--- src/design/tsbb_pkg.sv ---
// ----------------------------------------------------------------------------
// tsbb_pkg: shared types and constants
// Kinds, register indexes, controller states and command/status structs.
// ----------------------------------------------------------------------------
`default_nettype none
package tsbb_pkg;

    localparam int unsigned NumRegs = 6;

    localparam logic [2:0] KIND_NONE    = 3'd0;
    localparam logic [2:0] KIND_BOX     = 3'd1;
    localparam logic [2:0] KIND_POLYGON = 3'd2;
    localparam logic [2:0] KIND_CIRCLE  = 3'd3;
    localparam logic [2:0] KIND_CAPSULE = 3'd4;

    localparam logic [2:0] REG_COL0_X   = 3'd0;
    localparam logic [2:0] REG_COL0_Y   = 3'd1;
    localparam logic [2:0] REG_COL1_X   = 3'd2;
    localparam logic [2:0] REG_COL1_Y   = 3'd3;
    localparam logic [2:0] REG_OFFSET_X = 3'd4;
    localparam logic [2:0] REG_OFFSET_Y = 3'd5;

    localparam logic signed [31:0] QOne = 32'sd65536;

    typedef enum logic [3:0] {
        ST_IDLE,
        ST_SQ0,
        ST_SQ1,
        ST_SQRT,
        ST_PT_MUL,
        ST_PT_FOLD,
        ST_C1_MUL,
        ST_C1_FOLD,
        ST_C2_MUL,
        ST_C2_FOLD,
        ST_OUT
    } state_t;

    // Source select for the point fed to the transform multipliers.
    typedef enum logic [1:0] {
        SEL_PXY,
        SEL_FX_PY,
        SEL_PX_FY
    } psel_t;

    typedef struct packed {
        logic  capture;     // latch the accepted request
        logic  sq_col0;     // square column 0 lengths
        logic  sq_col1;     // square column 1 lengths
        logic  sqrt_start;
        logic  mul;         // multiply selected point
        psel_t psel;
        logic  fold;        // fold transformed point into running box
        logic  widen;       // widen by scaled radius
        logic  start_shape; // record first corner and clear fold
        logic  end_shape;   // load result and reset shape
        logic  zero_out;    // result is an all-zero box
    } cmd_t;

    typedef struct packed {
        logic [2:0] kind;
        logic       last;
        logic       started;
        logic       sqrt_done;
    } sts_t;

endpackage
`default_nettype wire

--- src/design/tsbb_ctrl.sv ---
// ----------------------------------------------------------------------------
// tsbb_ctrl: request sequencer
// Steps each accepted point through scale, transform and fold cycles.
// ----------------------------------------------------------------------------
`default_nettype none
module tsbb_ctrl
    import tsbb_pkg::*;
(
    input  wire logic clk,
    input  wire logic rst_n,
    input  wire logic in_valid,
    output logic      in_ready,
    output logic      out_valid,
    input  wire logic out_ready,
    input  wire sts_t sts,
    output cmd_t      cmd
);
    state_t state_reg, state_next;
    logic   sqrt_n_reg, sqrt_n_next;
    logic   valid_reg, valid_next;
    logic   real_kind;

    assign real_kind = (sts.kind == KIND_BOX) || (sts.kind == KIND_POLYGON)
                    || (sts.kind == KIND_CIRCLE) || (sts.kind == KIND_CAPSULE);

    always_comb
    begin
        state_next  = state_reg;
        sqrt_n_next = sqrt_n_reg;
        valid_next  = valid_reg;
        cmd         = '0;
        cmd.psel    = SEL_PXY;
        in_ready    = 1'b0;
        if (valid_reg && out_ready)
        begin
            valid_next = 1'b0;
        end
        unique case (state_reg)
            ST_IDLE:
            begin
                in_ready = 1'b1;
                if (in_valid)
                begin
                    cmd.capture = 1'b1;
                    state_next  = ST_SQ0;
                end
            end
            ST_SQ0:
            begin
                if (!real_kind)
                begin
                    state_next = sts.last ? ST_OUT : ST_IDLE;
                end
                else if (!sts.started)
                begin
                    cmd.sq_col0 = 1'b1;
                    cmd.start_shape = 1'b1;
                    sqrt_n_next = 1'b0;
                    state_next  = ST_SQ1;
                end
                else
                begin
                    state_next = ST_PT_MUL;
                end
            end
            ST_SQ1:
            begin
                cmd.sqrt_start = 1'b1;
                state_next = ST_SQRT;
            end
            ST_SQRT:
            begin
                if (sts.sqrt_done)
                begin
                    if (!sqrt_n_reg)
                    begin
                        cmd.sq_col1 = 1'b1;
                        sqrt_n_next = 1'b1;
                        state_next  = ST_SQ1;
                    end
                    else
                    begin
                        state_next = ST_PT_MUL;
                    end
                end
            end
            ST_PT_MUL:
            begin
                cmd.mul = 1'b1;
                state_next = ST_PT_FOLD;
            end
            ST_PT_FOLD:
            begin
                cmd.fold  = 1'b1;
                cmd.widen = (sts.kind == KIND_CIRCLE) || (sts.kind == KIND_CAPSULE);
                if ((sts.kind == KIND_BOX) && sqrt_n_reg == 1'b0 && sts.started)
                begin
                    state_next = ST_C1_MUL;
                end
                else
                begin
                    state_next = sts.last ? ST_OUT : ST_IDLE;
                end
            end
            ST_C1_MUL:
            begin
                cmd.mul  = 1'b1;
                cmd.psel = SEL_FX_PY;
                state_next = ST_C1_FOLD;
            end
            ST_C1_FOLD:
            begin
                cmd.fold = 1'b1;
                state_next = ST_C2_MUL;
            end
            ST_C2_MUL:
            begin
                cmd.mul  = 1'b1;
                cmd.psel = SEL_PX_FY;
                state_next = ST_C2_FOLD;
            end
            ST_C2_FOLD:
            begin
                cmd.fold = 1'b1;
                state_next = sts.last ? ST_OUT : ST_IDLE;
            end
            ST_OUT:
            begin
                if (!valid_reg || out_ready)
                begin
                    cmd.end_shape = 1'b1;
                    cmd.zero_out  = !real_kind;
                    valid_next = 1'b1;
                    state_next = ST_IDLE;
                end
            end
            default: state_next = ST_IDLE;
        endcase
        // A shape that began on this request skips the extra box corners.
        if (state_reg == ST_SQ0 && real_kind && sts.started)
        begin
            sqrt_n_next = 1'b0;
        end
        else if (state_reg == ST_SQ0 && real_kind)
        begin
            sqrt_n_next = 1'b0;
        end
    end

    always_ff @(posedge clk or negedge rst_n)
    begin
        if (!rst_n)
        begin
            state_reg  <= ST_IDLE;
            sqrt_n_reg <= 1'b0;
            valid_reg  <= 1'b0;
        end
        else
        begin
            state_reg  <= state_next;
            sqrt_n_reg <= (state_reg == ST_SQRT && sts.sqrt_done && sqrt_n_reg)
                          ? 1'b1 : sqrt_n_next;
            valid_reg  <= valid_next;
        end
    end

    assign out_valid = valid_reg;

`ifndef SYNTHESIS
    assert property (@(posedge clk) disable iff (!rst_n)
        in_ready |-> state_reg == ST_IDLE)
        else $error("ready outside idle");
    assert property (@(posedge clk) disable iff (!rst_n)
        cmd.end_shape |=> valid_reg)
        else $error("result not presented");
    assert property (@(posedge clk) disable iff (!rst_n)
        (valid_reg && !out_ready) |=> valid_reg)
        else $error("result dropped while stalled");
`endif
endmodule
`default_nettype wire

--- config.mk ---
export PLATFORM = sky130hd
export DESIGN_NAME = tsbb_ctrl
export DESIGN_NICKNAME = d
export VERILOG_FILES = /design/src/design/tsbb_pkg.sv /design/src/design/tsbb_ctrl.sv
export SDC_FILE = /design/constraint.sdc
export NUM_CORES = 1
export LEC_CHECK = 0
export CORE_UTILIZATION = 30
export CTS_CLUSTER_DIAMETER = 120
export DETAILED_ROUTE_END_ITERATION = 12
export DONT_BUFFER_PORTS = 1
export GPL_ROUTABILITY_DRIVEN = 0
export PLACE_DENSITY = 0.48
export RECOVER_POWER = 50
export SYNTH_ARGS = -nofsm -noshare
export SYNTH_HDL_FRONTEND = slang
export SYNTH_SLANG_ARGS = --single-unit
--- constraint.sdc ---
create_clock -name clk -period 2.3 [get_ports clk]
set_input_delay 0.46 -clock clk [delete_from_list [all_inputs] [get_ports clk]]
set_output_delay 0.46 -clock clk [all_outputs]
set_load 0.01 [all_outputs]
==> metrics list <==
- R2R cell count: 4
* Setup repair after global routing missed its margin: no
- Setup Crit Path Kind: flop to primary output
* Sequential-to-total area share from yosys stat: 0.263
* Internal power: 0.387 mW
- In this run the mean area of a mapped cell was 7.92 um^2.
- Drt total wl: 1.36 mm
- Warning count from the yosys run: 0
- CTS saw 6 sinks.
* Largest fanout of any net on the critical path: 10
- Worst vdd ir: 487 uV
- Min cycle time layout: 2070 ps
* Inserted Diodes: 0
* Number of global-route vias before repair: 497
* R2R Setup Slk: 700 ps
* Nature of the critical path startpoint: flop
- Count of vias placed by the detailed router: 552
- For this run, the top clock speed supported by timing is 0.482 GHz.
- Number of buffers on the longest clock path: 2
- Reg2Reg Capture Point: state_reg[1]
- The flow ran to the end, and the final reports show no timing, DRC or antenna violations.
- Number of setup violations in the final report: 0
* Placed wire-length estimate after detailed placement: 1.01 mm
- CTS tree: built
- Post-route ant nets: 0
- Die width: 45.6 um
- Dividing total power by cell area gives a power density of 1310 nW/um^2.
- After synthesis, the share of flip-flops with an asynchronous set or reset is 1.00.
* Fin nets: 83
* Top-level port count: 24
- Clock latency on the worst-skew pair, taken at its later pin, is 240 ps.
* Count of routing violations after the opening detailed-route iteration: 16
* Most frequent standard cell in the layout excluding fill and tap cells: sky130_fd_sc_hd__nor2_1
- Commonest non-fill, non-tap cells in the layout: sky130_fd_sc_hd__nor2_1 (10), sky130_fd_sc_hd__dfrtp_1 (6)
- Buffers added to address setup during post-CTS repair amount to 0.
- Max reg flops: 4
- Worst clock skew: 0.233 ps
- Of the available clock period, the critical path in the final layout requires 0.902.
- PortBufs: 0
- For this run, global-route usage on met1 was measured as 0.178.
- Counting flops with a built-in enable in the synthesized netlist gives 0.
- Most utilized layer in the global route result: met2
- In this run, CTS created clock tree buffers numbering 3.
- The critical path starts at state_reg[3].
- Dividing the detail-routed wire length by the instance count gives 14.2 um.
- Share of total power in sequential cells: 0.359
* Post-layout utilization of the core: 0.341
* Clock slew at the register clock pins of the worst setup and hold paths: 50 ps
* Total count of max-transition violations in the final report: 0
- In this run, distinct cell masters in the synthesized netlist total 39.
- The tool flagged a number of max-cap violations equal to 0.
- Cts repair resizes: 0
* Count of state elements after synthesis: 6
- The startpoint identified for the worst hold timing path is out_ready.
* Switching Fraction: 0.501
* Residual DRC count: 0
* GRT Residual Overflow: 0
- Of the total power, the clock network draws 0.129.
- Leaving out filler cells and counting taps, the final layout contains 96.
- Synthesized instance count: 72
- Entering global routing, the biggest net connects 17 pins.
- The total area inside the core boundary comes to 1750 um^2.
- Number of hold buffers added after cts: 1
* Crit path DAT: 1610 ps
- Area of placed instances: 571 um^2
- First-pass GRT wire length: 2.10 mm
- Counting instances, the worst hold path has a depth of 1.
- Post-route cell area: 594 um^2
- Met3 layer usage reported by global route: 0.0198
- At the pin with the least slew margin, the transition time is 507 ps.
- In this run the tightest slew margin relative to its limit is 0.660.
- Row generation in the floorplan step produced 15 rows.
- In this run the number of H-tree levels came out at 1.
- The initial utilization of the core area, before any placement, comes to 0.327.
- Die area: 2080 um^2
* Overall power consumption: 0.776 mW
* Aggregate negative setup slack: 0 ps
- In the synthesized netlist the dominant register cell turns out to be sky130_fd_sc_hd__dfrtp_1.
- In the routed layout, each cell is associated on average with a via count of 5.75.
- The total count of hold-check failures in the final report came to 0.
- The worst register-to-register path begins at state_reg[1].
- For this design the total switching power over the nets is 0.389 mW.
- Endpoint type of the worst setup path: primary output
* Netlist area before placement: 571 um^2
- From bottom edge to top edge, the die measures 45.6 um.
- Combinational share of power: 0.512
* GR met2 Demand/Resource: 0.217
- Layout overhead on the synthesized area: 4.17%
- Endpoint, Worst Hold: out_valid
- For the worst setup path, the data required time is 1840 ps.
* Buffer cell driving the clock tree root: sky130_fd_sc_hd__clkbuf_4
- Class of the most critical hold timing path: input pin to flop
* # placed instances: 92
* GRT Total Usage: 0.140
* Fraction of final layout cells sized beyond drive strength 1: 0.127
* Initial antenna violation count: 0
- Pre-Repair DR Iteration Count: 4
- Cell leakage power: 0.217 nW
* Number of nets in the synthesized netlist: 82
[per-stage QoR]
step / setup slack, ps / hold WS [ps]
detailed placement: 420 / 164
CTS: 232 / 318
global placement: 423 / 165
floorplan: 471 / 164
finish: 225 / 335
global route: 73.1 / 315
[logic make-up (layout without fill, tap and decap cells)]
group | after synthesis | count (layout) | share of synthesized area
compound gates | 15 | 15 | 0.189
buf+inv | 6 | 5 | 0.0614
flops | 6 | 6 | 0.263
simple gates | 45 | 45 | 0.487
[per-layer routing]
layer  vias up  share of wire  wire (um)
met1       266           0.44        603
met4         0          0.012         17
met3         2          0.056         76
met5         -              0          0
met2        21           0.49        668
li1        263              -          -
[power by group through the flow]
| stage | sequential, mW | clock, mW | combinational, mW |
|---|---|---|---|
| finish | 0.279 | 0.100 | 0.397 |
| global route | 0.294 | 0.111 | 0.443 |
| CTS | 0.279 | 0.104 | 0.420 |
| detailed placement | 0.280 | 0 | 0.415 |
| global placement | 0.285 | 0 | 0.419 |
| floorplan | 0.193 | 0 | 0.453 |
[synth_stat cells, types with 3 or more instances]
| master | number | area share |
|---|---|---|
| sky130_fd_sc_hd__o21ai_0 | 3 | 0.026 |
| sky130_fd_sc_hd__nor2_1 | 10 | 0.066 |
| sky130_fd_sc_hd__nand2_1 | 4 | 0.026 |
| sky130_fd_sc_hd__nor3_1 | 4 | 0.035 |
| sky130_fd_sc_hd__nor2b_1 | 4 | 0.044 |
| sky130_fd_sc_hd__dfrtp_1 | 6 | 0.26 |
[worst max-delay path by stage]
stage	slack (ps)	end	depth (start not counted)
6_report	230	cmd[11]	3
5_1_grt	70	cmd[11]	3
4_1_cts	230	cmd[11]	3
3_5_place_dp	420	cmd[0]	3
3_3_place_gp	420	cmd[0]	3
2_1_floorplan	470	cmd[0]	3
[cell type report]
type | instances | area, um^2
Fill cell | 181 | 1150
Sequential cell | 6 | 150
Tap cell | 25 | 31.3
Inverter | 1 | 3.75
Timing Repair Buffer | 1 | 10.0
Multi-Input combinational cell | 60 | 377
Clock buffer | 3 | 22.5
[worst max-delay path, stage by stage, from the launching register on]
cell,delay (ps)
sky130_fd_sc_hd__dfrtp_1,470
sky130_fd_sc_hd__or2_0,310
sky130_fd_sc_hd__nor3_1,350
sky130_fd_sc_hd__and2_1,240
No activity file was read; power rests on OpenSTA's default activity.
